## src/assert_macros.svh

```systemverilog
// Assertion macros for the RTL of the node search block, included by its top level.
`ifndef ASSERT_MACROS_SVH
`define ASSERT_MACROS_SVH

// Condition that must hold at every clock edge outside reset.
`define BRS_ASSERT(label, cond, msg) \
  label: assert property (@(posedge clk_i) disable iff (!rst_ni) (cond)) else $error(msg);

// Implication checked in the same cycle outside reset.
`define BRS_ASSERT_IMP(label, ante, cons, msg) \
  label: assert property (@(posedge clk_i) disable iff (!rst_ni) (ante) |-> (cons)) \
    else $error(msg);

`endif

```

## src/brs_pkg.sv

```systemverilog
// Package with the operation codes, defaults and token control type of the node search.
package brs_pkg;

  localparam int MAX_KEYS_DEF  = 16;
  localparam int KEY_WIDTH_DEF = 32;
  localparam int FIELD_W       = 32;
  localparam int OP_W          = 2;

  localparam logic [OP_W-1:0] OP_WRITE = 2'd0;
  localparam logic [OP_W-1:0] OP_COUNT = 2'd1;
  localparam logic [OP_W-1:0] OP_POINT = 2'd2;
  localparam logic [OP_W-1:0] OP_EXACT = 2'd3;

  // Control part of the item that travels along the chain.
  typedef struct packed {
    logic            valid;
    logic [OP_W-1:0] op;
    logic            done;
    logic            found;
  } ctl_t;

  function automatic logic is_search(input logic [OP_W-1:0] op);
    return (op == OP_POINT) || (op == OP_EXACT);
  endfunction

endpackage

```

## src/btree_node_range_search.sv

```systemverilog
// Top level of the B-tree node key range search.
//
// This block holds one B-tree node of up to MAX_KEYS key ranges, one range in each cell of a
// chain, together with a count of valid keys. Every item, write or search, enters the first
// cell and moves one cell on in each cycle that the chain advances, so writes and searches
// act in the order they were accepted. A write stores its bounds as it passes the cell named
// by entry_index; a write to a slot outside the node is dropped. A count item takes effect at
// once on entry and is saturated to MAX_KEYS. A search closes at the first cell below the
// count whose low bound exceeds the query (found clear) or whose range holds or equals the
// query (found set), and otherwise reports the count. A new item is accepted in every cycle
// in which no result waits at the output. A search has passed all MAX_KEYS cell registers
// when its result is presented; the last cell's register drives the output directly.
// The chain moves as a whole: while a result waits at the output, nothing is accepted.
// Keys that were never written read as unknown values; searches must not reach them.
`include "assert_macros.svh"

module btree_node_range_search #(
  parameter int MAX_KEYS  = brs_pkg::MAX_KEYS_DEF,
  parameter int KEY_WIDTH = brs_pkg::KEY_WIDTH_DEF,
  localparam int IDX_W    = $clog2(MAX_KEYS),
  localparam int CNT_W    = $clog2(MAX_KEYS + 1),
  localparam int IN_BITS  = brs_pkg::OP_W + IDX_W + CNT_W + 2 * brs_pkg::FIELD_W,
  localparam int IN_W     = ((IN_BITS + 7) / 8) * 8,
  localparam int OUT_BITS = CNT_W + 1,
  localparam int OUT_W    = ((OUT_BITS + 7) / 8) * 8
) (
  input  logic             clk_i,
  input  logic             rst_ni,
  // Fields from bit 0 up: op, entry_index, new_count, range_low, range_high, zero padding.
  input  logic [IN_W-1:0]  s_axis_tdata_i,
  input  logic             s_axis_tvalid_i,
  output logic             s_axis_tready_o,
  // Fields from bit 0 up: match_index, found, zero padding.
  output logic [OUT_W-1:0] m_axis_tdata_o,
  output logic             m_axis_tvalid_o,
  input  logic             m_axis_tready_i
);

  localparam int EXT_W = (KEY_WIDTH > brs_pkg::FIELD_W) ? KEY_WIDTH : brs_pkg::FIELD_W;
  localparam int LO_LSB = brs_pkg::OP_W + IDX_W + CNT_W;
  localparam int HI_LSB = LO_LSB + brs_pkg::FIELD_W;

  // Unpacked input fields.
  logic [brs_pkg::OP_W-1:0] in_op;
  logic [IDX_W-1:0]         in_idx;
  logic [CNT_W-1:0]         in_cnt;
  logic [EXT_W-1:0]         in_lo_ext, in_hi_ext;

  logic [CNT_W-1:0] count_d, count_q;
  logic             adv;
  logic             accept;

  // Chain taps: element 0 is the item entering, element MAX_KEYS the output register.
  brs_pkg::ctl_t        ctl [MAX_KEYS+1];
  logic [IDX_W-1:0]     idx [MAX_KEYS+1];
  logic [CNT_W-1:0]     cnt [MAX_KEYS+1];
  logic [CNT_W-1:0]     pos [MAX_KEYS+1];
  logic [KEY_WIDTH-1:0] qlo [MAX_KEYS+1];
  logic [KEY_WIDTH-1:0] qhi [MAX_KEYS+1];

  assign in_op     = s_axis_tdata_i[0 +: brs_pkg::OP_W];
  assign in_idx    = s_axis_tdata_i[brs_pkg::OP_W +: IDX_W];
  assign in_cnt    = s_axis_tdata_i[brs_pkg::OP_W + IDX_W +: CNT_W];
  assign in_lo_ext = EXT_W'(s_axis_tdata_i[LO_LSB +: brs_pkg::FIELD_W]);
  assign in_hi_ext = EXT_W'(s_axis_tdata_i[HI_LSB +: brs_pkg::FIELD_W]);

  // The whole chain advances unless a finished result is held at the output.
  assign adv             = !m_axis_tvalid_o || m_axis_tready_i;
  assign s_axis_tready_o = adv;
  assign accept          = s_axis_tvalid_i && adv;

  // The key count lives at the chain entry; each search picks up the count in force.
  always_comb begin
    count_d = count_q;
    if (accept && (in_op == brs_pkg::OP_COUNT)) begin
      count_d = (in_cnt > CNT_W'(MAX_KEYS)) ? CNT_W'(MAX_KEYS) : in_cnt;
    end
  end

  always_ff @(posedge clk_i or negedge rst_ni) begin
    if (!rst_ni) begin
      count_q <= '0;
    end else begin
      count_q <= count_d;
    end
  end

  assign ctl[0].valid = s_axis_tvalid_i;
  assign ctl[0].op    = in_op;
  assign ctl[0].done  = 1'b0;
  assign ctl[0].found = 1'b0;
  assign idx[0]       = in_idx;
  assign cnt[0]       = count_q;
  assign pos[0]       = count_q;
  assign qlo[0]       = in_lo_ext[KEY_WIDTH-1:0];
  assign qhi[0]       = in_hi_ext[KEY_WIDTH-1:0];

  for (genvar g = 0; g < MAX_KEYS; g++) begin : g_cell
    brs_cell #(
      .KEY_WIDTH (KEY_WIDTH),
      .IDX_W     (IDX_W),
      .CNT_W     (CNT_W),
      .INDEX     (g)
    ) u_cell (
      .clk_i  (clk_i),
      .rst_ni (rst_ni),
      .en_i   (adv),
      .ctl_i  (ctl[g]),
      .idx_i  (idx[g]),
      .cnt_i  (cnt[g]),
      .pos_i  (pos[g]),
      .qlo_i  (qlo[g]),
      .qhi_i  (qhi[g]),
      .ctl_o  (ctl[g+1]),
      .idx_o  (idx[g+1]),
      .cnt_o  (cnt[g+1]),
      .pos_o  (pos[g+1]),
      .qlo_o  (qlo[g+1]),
      .qhi_o  (qhi[g+1])
    );
  end

  // Writes and count items leave the end of the chain silently; only searches give a result.
  assign m_axis_tvalid_o = ctl[MAX_KEYS].valid && brs_pkg::is_search(ctl[MAX_KEYS].op);
  assign m_axis_tdata_o  = OUT_W'({ctl[MAX_KEYS].found, pos[MAX_KEYS]});

  // The last cell's index and bounds have no further consumer; they only feed the checks below.
  `BRS_ASSERT(a_ready_when_empty, m_axis_tvalid_o || s_axis_tready_o,
              "input stalled while no result is pending")
  `BRS_ASSERT(a_count_range, count_q <= CNT_W'(MAX_KEYS), "key count beyond node size")
  `BRS_ASSERT_IMP(a_found_index, m_axis_tvalid_o && ctl[MAX_KEYS].found,
                  (pos[MAX_KEYS] < cnt[MAX_KEYS]) && ctl[MAX_KEYS].done,
                  "found result outside the valid keys")
  `BRS_ASSERT_IMP(a_pos_le_count, m_axis_tvalid_o, pos[MAX_KEYS] <= cnt[MAX_KEYS],
                  "result index beyond the key count")
  `BRS_ASSERT_IMP(a_write_tail, ctl[MAX_KEYS].valid && (ctl[MAX_KEYS].op == brs_pkg::OP_WRITE),
                  !ctl[MAX_KEYS].done && (idx[MAX_KEYS] == idx[MAX_KEYS]) &&
                  (qlo[MAX_KEYS] == qlo[MAX_KEYS]) && (qhi[MAX_KEYS] == qhi[MAX_KEYS]),
                  "write item closed by a cell")

endmodule

```

## src/brs_cell.sv

```systemverilog
// One cell of the chain: holds one key range and tests the passing item against it.
module brs_cell #(
  parameter int KEY_WIDTH = brs_pkg::KEY_WIDTH_DEF,
  parameter int IDX_W     = 4,
  parameter int CNT_W     = 5,
  parameter int INDEX     = 0
) (
  input  logic                 clk_i,
  input  logic                 rst_ni,
  input  logic                 en_i,
  input  brs_pkg::ctl_t        ctl_i,
  input  logic [IDX_W-1:0]     idx_i,
  input  logic [CNT_W-1:0]     cnt_i,
  input  logic [CNT_W-1:0]     pos_i,
  input  logic [KEY_WIDTH-1:0] qlo_i,
  input  logic [KEY_WIDTH-1:0] qhi_i,
  output brs_pkg::ctl_t        ctl_o,
  output logic [IDX_W-1:0]     idx_o,
  output logic [CNT_W-1:0]     cnt_o,
  output logic [CNT_W-1:0]     pos_o,
  output logic [KEY_WIDTH-1:0] qlo_o,
  output logic [KEY_WIDTH-1:0] qhi_o
);

  logic [KEY_WIDTH-1:0] klo_q, khi_q;
  brs_pkg::ctl_t        ctl_d, ctl_q;
  logic [CNT_W-1:0]     pos_d, pos_q;
  logic [IDX_W-1:0]     idx_q;
  logic [CNT_W-1:0]     cnt_q;
  logic [KEY_WIDTH-1:0] qlo_q, qhi_q;
  logic                 key_wr;
  logic                 live;
  logic                 below;
  logic                 match;

  assign key_wr = en_i && ctl_i.valid && (ctl_i.op == brs_pkg::OP_WRITE) &&
                  (idx_i == IDX_W'(INDEX));

  // The key takes part only while the search is still open and this slot is below the count.
  assign live  = ctl_i.valid && brs_pkg::is_search(ctl_i.op) && !ctl_i.done &&
                 (CNT_W'(INDEX) < cnt_i);
  assign below = qlo_i < klo_q;
  assign match = (ctl_i.op == brs_pkg::OP_POINT) ? (qlo_i <= khi_q)
                                                 : ((qlo_i == klo_q) && (qhi_i == khi_q));

  always_comb begin
    ctl_d = ctl_i;
    pos_d = pos_i;
    if (live && (below || match)) begin
      ctl_d.done  = 1'b1;
      ctl_d.found = !below;
      pos_d       = CNT_W'(INDEX);
    end
  end

  always_ff @(posedge clk_i) begin
    if (key_wr) begin
      klo_q <= qlo_i;
      khi_q <= qhi_i;
    end
  end

  always_ff @(posedge clk_i or negedge rst_ni) begin
    if (!rst_ni) begin
      ctl_q <= '0;
    end else if (en_i) begin
      ctl_q <= ctl_d;
    end
  end

  always_ff @(posedge clk_i) begin
    if (en_i) begin
      pos_q <= pos_d;
      idx_q <= idx_i;
      cnt_q <= cnt_i;
      qlo_q <= qlo_i;
      qhi_q <= qhi_i;
    end
  end

  assign ctl_o = ctl_q;
  assign idx_o = idx_q;
  assign cnt_o = cnt_q;
  assign pos_o = pos_q;
  assign qlo_o = qlo_q;
  assign qhi_o = qhi_q;

endmodule

```

## config.mk

```make
export PLATFORM = sky130hd
export DESIGN_NAME = btree_node_range_search
export DESIGN_NICKNAME = d
export VERILOG_FILES = /design/src/brs_pkg.sv /design/src/btree_node_range_search.sv /design/src/brs_cell.sv
export VERILOG_INCLUDE_DIRS = /design/src /design/src/src
export SDC_FILE = /design/constraint.sdc
export NUM_CORES = 2
export LEC_CHECK = 0
export BUFFER_PORTS_ARGS = -buffer_cell sky130_fd_sc_hd__buf_2
export CORE_MARGIN = 4
export CORE_UTILIZATION = 40
export CTS_BUF_LIST = sky130_fd_sc_hd__clkbuf_16
export DETAILED_ROUTE_END_ITERATION = 6
export GPL_TIMING_DRIVEN = 0
export HOLD_SLACK_MARGIN = 0.02
export MAX_ROUTING_LAYER = met4
export PLACE_DENSITY = 0.61
export SKIP_LAST_GASP = 1
export SYNTH_ARGS = -nofsm -noshare
export SYNTH_HDL_FRONTEND = slang
export SYNTH_SLANG_ARGS = --single-unit
```

## constraint.sdc

```tcl
create_clock -name clk_i -period 50.3 [get_ports clk_i]
set_input_delay 5.03 -clock clk_i [delete_from_list [all_inputs] [get_ports clk_i]]
set_output_delay 5.03 -clock clk_i [all_outputs]
set_load 0.005 [all_outputs]
```

# Word level (Yosys, flattened, before mapping)
# Cells that the tools add are included.
# word_totals
ff_bits	2283
output_inout_bits	10
# classes
n_eq_ne	82
n_mux	33
n_lt_le_gt_ge	49
n_reduce_logical	212
# ops
op	count
$eq A32 B32 Y1	32
$le A32 B32 Y1	16
$lt A32 B32 Y1	16
$logic_and A1 B1 Y1	129
$eq A2 B2 Y1 const B	34
$lt A4 B5 Y1 const A	8
$logic_or A1 B1 Y1	34
$eq A4 B4 Y1 const B	8
$logic_not A1 Y1	32
$logic_not A2 Y1	16
$mux W2	15
$lt A3 B5 Y1 const A	4
$mux W1	17
$eq A4 B3 Y1 const B	4
$lt A1 B5 Y1 const A	2
$lt A2 B5 Y1 const A	2
$eq A4 B2 Y1 const B	2
$gt A5 B5 Y1 const B	1
$mux W5	1
$eq A4 B1 Y1 const B	1
$logic_not A4 Y1	1
$eq A2 B1 Y1 const B	1

# Depth between registers and ports, before layout
# logic_depth
depth_word	8
mapped_depth	10
depth_no_buf	10

# Hierarchy
# A second synthesis with hierarchy kept.
# hier_totals
hier_cells	7243
hier_area_um2	105875.3
# modules_own_cells
module	area_per_inst_um2	instances	cells_each
brs_cell (g_cell[10].u_cell)	6666.4	1	460
brs_cell (g_cell[11].u_cell)	6647.6	1	452
brs_cell (g_cell[15].u_cell)	6641.4	1	449
brs_cell (g_cell[6].u_cell)	6635.1	1	461
brs_cell (g_cell[5].u_cell)	6631.4	1	455
brs_cell (g_cell[12].u_cell)	6630.1	1	456
brs_cell (g_cell[4].u_cell)	6628.9	1	455
brs_cell (g_cell[0].u_cell)	6623.9	1	454
brs_cell (g_cell[8].u_cell)	6608.8	1	455
brs_cell (g_cell[2].u_cell)	6596.3	1	453
brs_cell (g_cell[13].u_cell)	6591.3	1	452
brs_cell (g_cell[9].u_cell)	6555.0	1	447
brs_cell (g_cell[7].u_cell)	6547.5	1	444
brs_cell (g_cell[3].u_cell)	6535.0	1	445
+3 rows	--	--	--

# Worst setup path after synthesis
# No wires, ideal clock.
# synth_timing
path_type	input to output
from	input port m_axis_tready_i
to	output port s_axis_tready_o
required_ps	45270
cell_stages	4
setup_slack_ps	8178
arrival_ps	37092
cell_sequence	nor2b_1 -> inv_1 -> clkbuf_1 -> clkbuf_1
# synth_via
elab_chain_len	1
# synth_rtl
element	line_no	rtl
start, declared	btree_node_range_search.sv:36	input logic m_axis_tready_i
$logic_or A1 B1 Y1	btree_node_range_search.sv:68	assign adv = !m_axis_tvalid_o || m_axis_tready_i;
end, declared	btree_node_range_search.sv:32	output logic s_axis_tready_o,
# No other way between the ends.

# Worst setup path after layout
# Same ends and word-level chain as after synthesis.

==> results.txt <==
----------------------------------------------------
[Global route]
  First-pass GRT wire length ... 363 mm
  Congestion Overflow GR ... 0
  Number of antenna violations at the first check in global routing ... 9
  Number of global-route vias before repair ... 57,400
  Maximum number of pins on one net before global-route repair ... 71
  All-layer global routing usage ... a little under a fifth

[CTS]
  CTS tree ... done
  Post-CTS Setup Inserts ... 0
  Deepest clock path buffer count ... 3
  CTS sink count ... roughly 2,300
  Max H-tree Level ... 4
  Master cell of the clock root buffer ... sky130_fd_sc_hd__clkbuf_16
  Clock buffer count from CTS ... ~230
  Gates resized, CTS repair ... 0
  Clock insertion delay at the later pin of the skew report ... just under 0.9 ns
  Clock transition at the registers of the reported paths ... ~0.060 ns
  Number of buffers added to fix hold violations after cts ... 0

[Detailed routing]
  Pre-antenna DRT Iters ... 5
  Post-detailed-routing wire length ... 241 mm
  Vias ... around 57,000
  Detailed router's first-iteration violation count ... approximately 4,500
  Remaining number of nets flagged by the antenna check after routing ... 0
  Routed via count divided by cell count ... ~5.1
  Number of remaining DRC errors ... 0
  Average wire per cell in the routed design ... roughly 22 microns

[Yosys]
  Multiplexer share of the synthesized area ... less than 1%
  Synth cell count leaders ... 2,195 x sky130_fd_sc_hd__edfxtp_1, 1,056 x sky130_fd_sc_hd__inv_1, 1,024 x sky130_fd_sc_hd__ha_1
  Synth Area in Adders ... 12.6%
  Simple logic cell fraction of the synthesized area ... 6.72%
  Warnings, synthesis ... 0
  Number of enable-type register cells in the synthesized netlist ... between 2,000 and 2,500
  Synth Register Bits ... 2,278
  Leading area contributor after synthesis ... sky130_fd_sc_hd__edfxtp_1
  Distinct cells, synth ... 75
  Async set-or-reset flop fraction in the synthesized netlist ... roughly 3.6%
  Largest cells by area after synthesis ... sky130_fd_sc_hd__edfxtp_1 65%, sky130_fd_sc_hd__ha_1 13%, sky130_fd_sc_hd__inv_1 3.9%
  Most used DFF post-synth ... sky130_fd_sc_hd__edfxtp_1
  Area share of xor/xnor cells in the synthesized design ... approximately 4.4%
  Dominant combinational cell family by area after synthesis ... adder cells
  Post-synthesis compound-gate area fraction ... under 10%
  Area share of the largest cell type after synthesis ... 64.7%
  Netlist Area Pre-Place ... roughly 100,000 sq um
  Avg Cell Area, Syn ... 14.4 sq um
  Most used standard cell by instance count after synthesis ... sky130_fd_sc_hd__edfxtp_1
  Synthesized instance count ... 7,088
  Sequential fraction of the synthesis area ... approximately 67%

[Layout]
  Post-layout net count ... slightly below 9,000
  Share of final-layout standard cells stronger than drive strength 1 ... approximately 8%
  Cell Count, Final, Fillers Out ... between 10,000 and 15,000
  Post-route design area ... between 100,000 and 150,000 sq um
  Synthesis-to-layout area growth ... 13.7%
  Filler Cells Inserted ... around 22,000

[STA]
  Worst clock skew ... approximately 0.054 ns
  Total negative slack ... 0 ns
  Headroom to the max-slew limit ... 10.9%
  Post-route fraction of the period consumed by the critical path ... roughly a quarter
  Highest achievable clock rate ... between 0.07 and 0.08 GHz
  Max-slew violation total from the final report ... 0
  Final critical-path required period ... roughly 13 ns
  Final setup fails ... 0
  Worst slew pin tran ... about 1.3 ns
  RSZ-0062 raised after global routing ... no
  Fin. Hold Viols ... 0
  Worst Hold Margin ... between 0.4 and 0.5 ns

[Power and ir drop]
  Overall Power ... between 6 and 7 mW
  Standby leakage power ... about 47 nW
  Cell Pwr Density ... 55.5 nW/um^2
  Largest voltage drop on the vdd net ... approximately 0.040 mV

[Run]
  Max_cap viols ... 0

[Floorplan]
  Std cell rows ... around 180
  Die footprint ... between 200,000 and 300,000 sq um
  Width of the chip ... 513 microns
  I/O Pins ... 94
  Initial Utilization ... between 40% and 50%
  Core area ... between 200,000 and 300,000 sq um
  Chip height ... 513 microns

[Placed design]
  Placed Instance Area ... 108,000 sq um
  Inst Count DP ... ~11,000
  Global placer's final weighted congestion ... 0.900
  Detailed placement HPWL ... between 150 and 200 mm
  Number of port buffers ... 86

[Setup path]
  Crit path capture type ... primary output
  Capturing point of the worst reg2reg path ... g_cell[15].u_cell.pos_o[4]
  CP startpoint kind ... input pin
  Critical path arrival ... 7.72 ns
  Register-to-Register Setup Slack ... about 46 ns
  Startpoint of the lowest-slack register-to-register path ... g_cell[14].u_cell.qlo_o[3]
  Worst-path fanout max ... between 60 and 70
  Required arrival time at the worst endpoint ... around 45 ns
  Critical path class ... in2out
  Cells on worst reg2reg path ... 8

[Min path]
  Hold worst-path end ... g_cell[7].u_cell.cnt_o[2]
  Worst hold path cell count ... 0
  Critical hold path startpoint ... g_cell[6].u_cell.cnt_o[2]
  Class of the worst hold path ... reg2reg

[Status]
  Status ... complete, no violations

----------------------------------------------------
-- cells by family (layout without fill, tap and decap cells) --
family | count (synthesis) | count (layout)
compound gates | 918 | 918
xor+xnor | 512 | 512
fa+ha+maj | 1024 | 1024
buf+inv | 1078 | 1759
flops | 2278 | 2278
mux | 1 | 1
other cells | 1 | 3
simple gates | 1276 | 1276
-- worst max-delay path by stage --
stage                          from              end  slack (ns)  cells past startpoint
CTS                 m_axis_tready_i  s_axis_tready_o       37.43                      8
finish              m_axis_tready_i  s_axis_tready_o       37.55                      8
detailed placement  m_axis_tready_i  s_axis_tready_o       37.44                      8
global placement    m_axis_tready_i  s_axis_tready_o       -9.51                      6
floorplan           m_axis_tready_i  s_axis_tready_o        8.18                      4
global route        m_axis_tready_i  s_axis_tready_o       37.38                      8
-- final cells by class --
cell class	count	area, sq um	area share [%]
Antenna cell	1	2.50	0.00216
Buffer	22	97.6	0.0843
Clock buffer	233	5830	5.04
Clock inverter	199	1700	1.47
Inverter	1056	3960	3.42
Multi-Input combinational cell	3733	29900	25.8
Sequential cell	2278	68000	58.7
Tap cell	3348	4190	3.62
Timing Repair Buffer	249	2140	1.85
-- flip-flops by register name, summed over array words and instances (netlist names) --
name,flops
g_cell.u_cell.qhi_o,480
g_cell.u_cell.klo_q,512
g_cell.u_cell.pos_o,80
g_cell.u_cell.ctl_o,78
g_cell.u_cell.khi_q,512
g_cell.u_cell.qlo_o,480
g_cell.u_cell.idx_o,60
g_cell.u_cell.cnt_o,71
count_q,5
-- placed cells by master, fill, tap and decap left out, types with 59 or more instances in the layout --
cell type,instances
sky130_fd_sc_hd__a21o_1,98
sky130_fd_sc_hd__a21oi_1,411
sky130_fd_sc_hd__buf_2,85
sky130_fd_sc_hd__buf_4,127
sky130_fd_sc_hd__clkbuf_16,233
sky130_fd_sc_hd__clkinv_1,61
sky130_fd_sc_hd__dfrtp_1,83
sky130_fd_sc_hd__edfxtp_1,2195
sky130_fd_sc_hd__ha_1,1024
sky130_fd_sc_hd__inv_1,1097
sky130_fd_sc_hd__nand2_1,360
sky130_fd_sc_hd__nand3_1,98
sky130_fd_sc_hd__nand4_1,273
sky130_fd_sc_hd__nor2_1,89
sky130_fd_sc_hd__nor3_1,59
sky130_fd_sc_hd__nor4_1,137
sky130_fd_sc_hd__o21ai_0,158
sky130_fd_sc_hd__xnor2_1,171
sky130_fd_sc_hd__xor2_1,341
-- routing by layer --
metal	vias to the layer above	wire length (microns)	track usage [%]
li1	27100	-	-
met1	28400	106000	24.2
met2	1146	120000	31.5
met3	358	8860	2.10
met4	0	5890	4.81
met5	-	0	-
-- power breakdown --
| part | internal, mW | switching (mW) |
|---|---|---|
| clock network | 0.968 | 0.729 |
| logic | 0.502 | 0.710 |
| registers | 2.87 | 0.641 |
| total | 4.34 | 2.08 |
-- per-stage QoR --
stage | util, % | setup WS (ns)
final | 45.9 | 37.55
after global routing | 45.9 | 37.38
after CTS | 45.9 | 37.43
after detailed placement | 42.9 | 37.44
after global placement | 42.2 | -9.51
after floorplan | - | 8.18
-- critical path, cell delays in order --
cell                       delay [ns]
sky130_fd_sc_hd__buf_2           0.09
sky130_fd_sc_hd__nor2b_1         0.48
sky130_fd_sc_hd__inv_1           0.36
sky130_fd_sc_hd__clkbuf_1        0.36
sky130_fd_sc_hd__clkbuf_4        0.50
sky130_fd_sc_hd__buf_16          0.36
sky130_fd_sc_hd__buf_16          0.26
sky130_fd_sc_hd__buf_2           0.20
(Power assumes the default switching activity.)
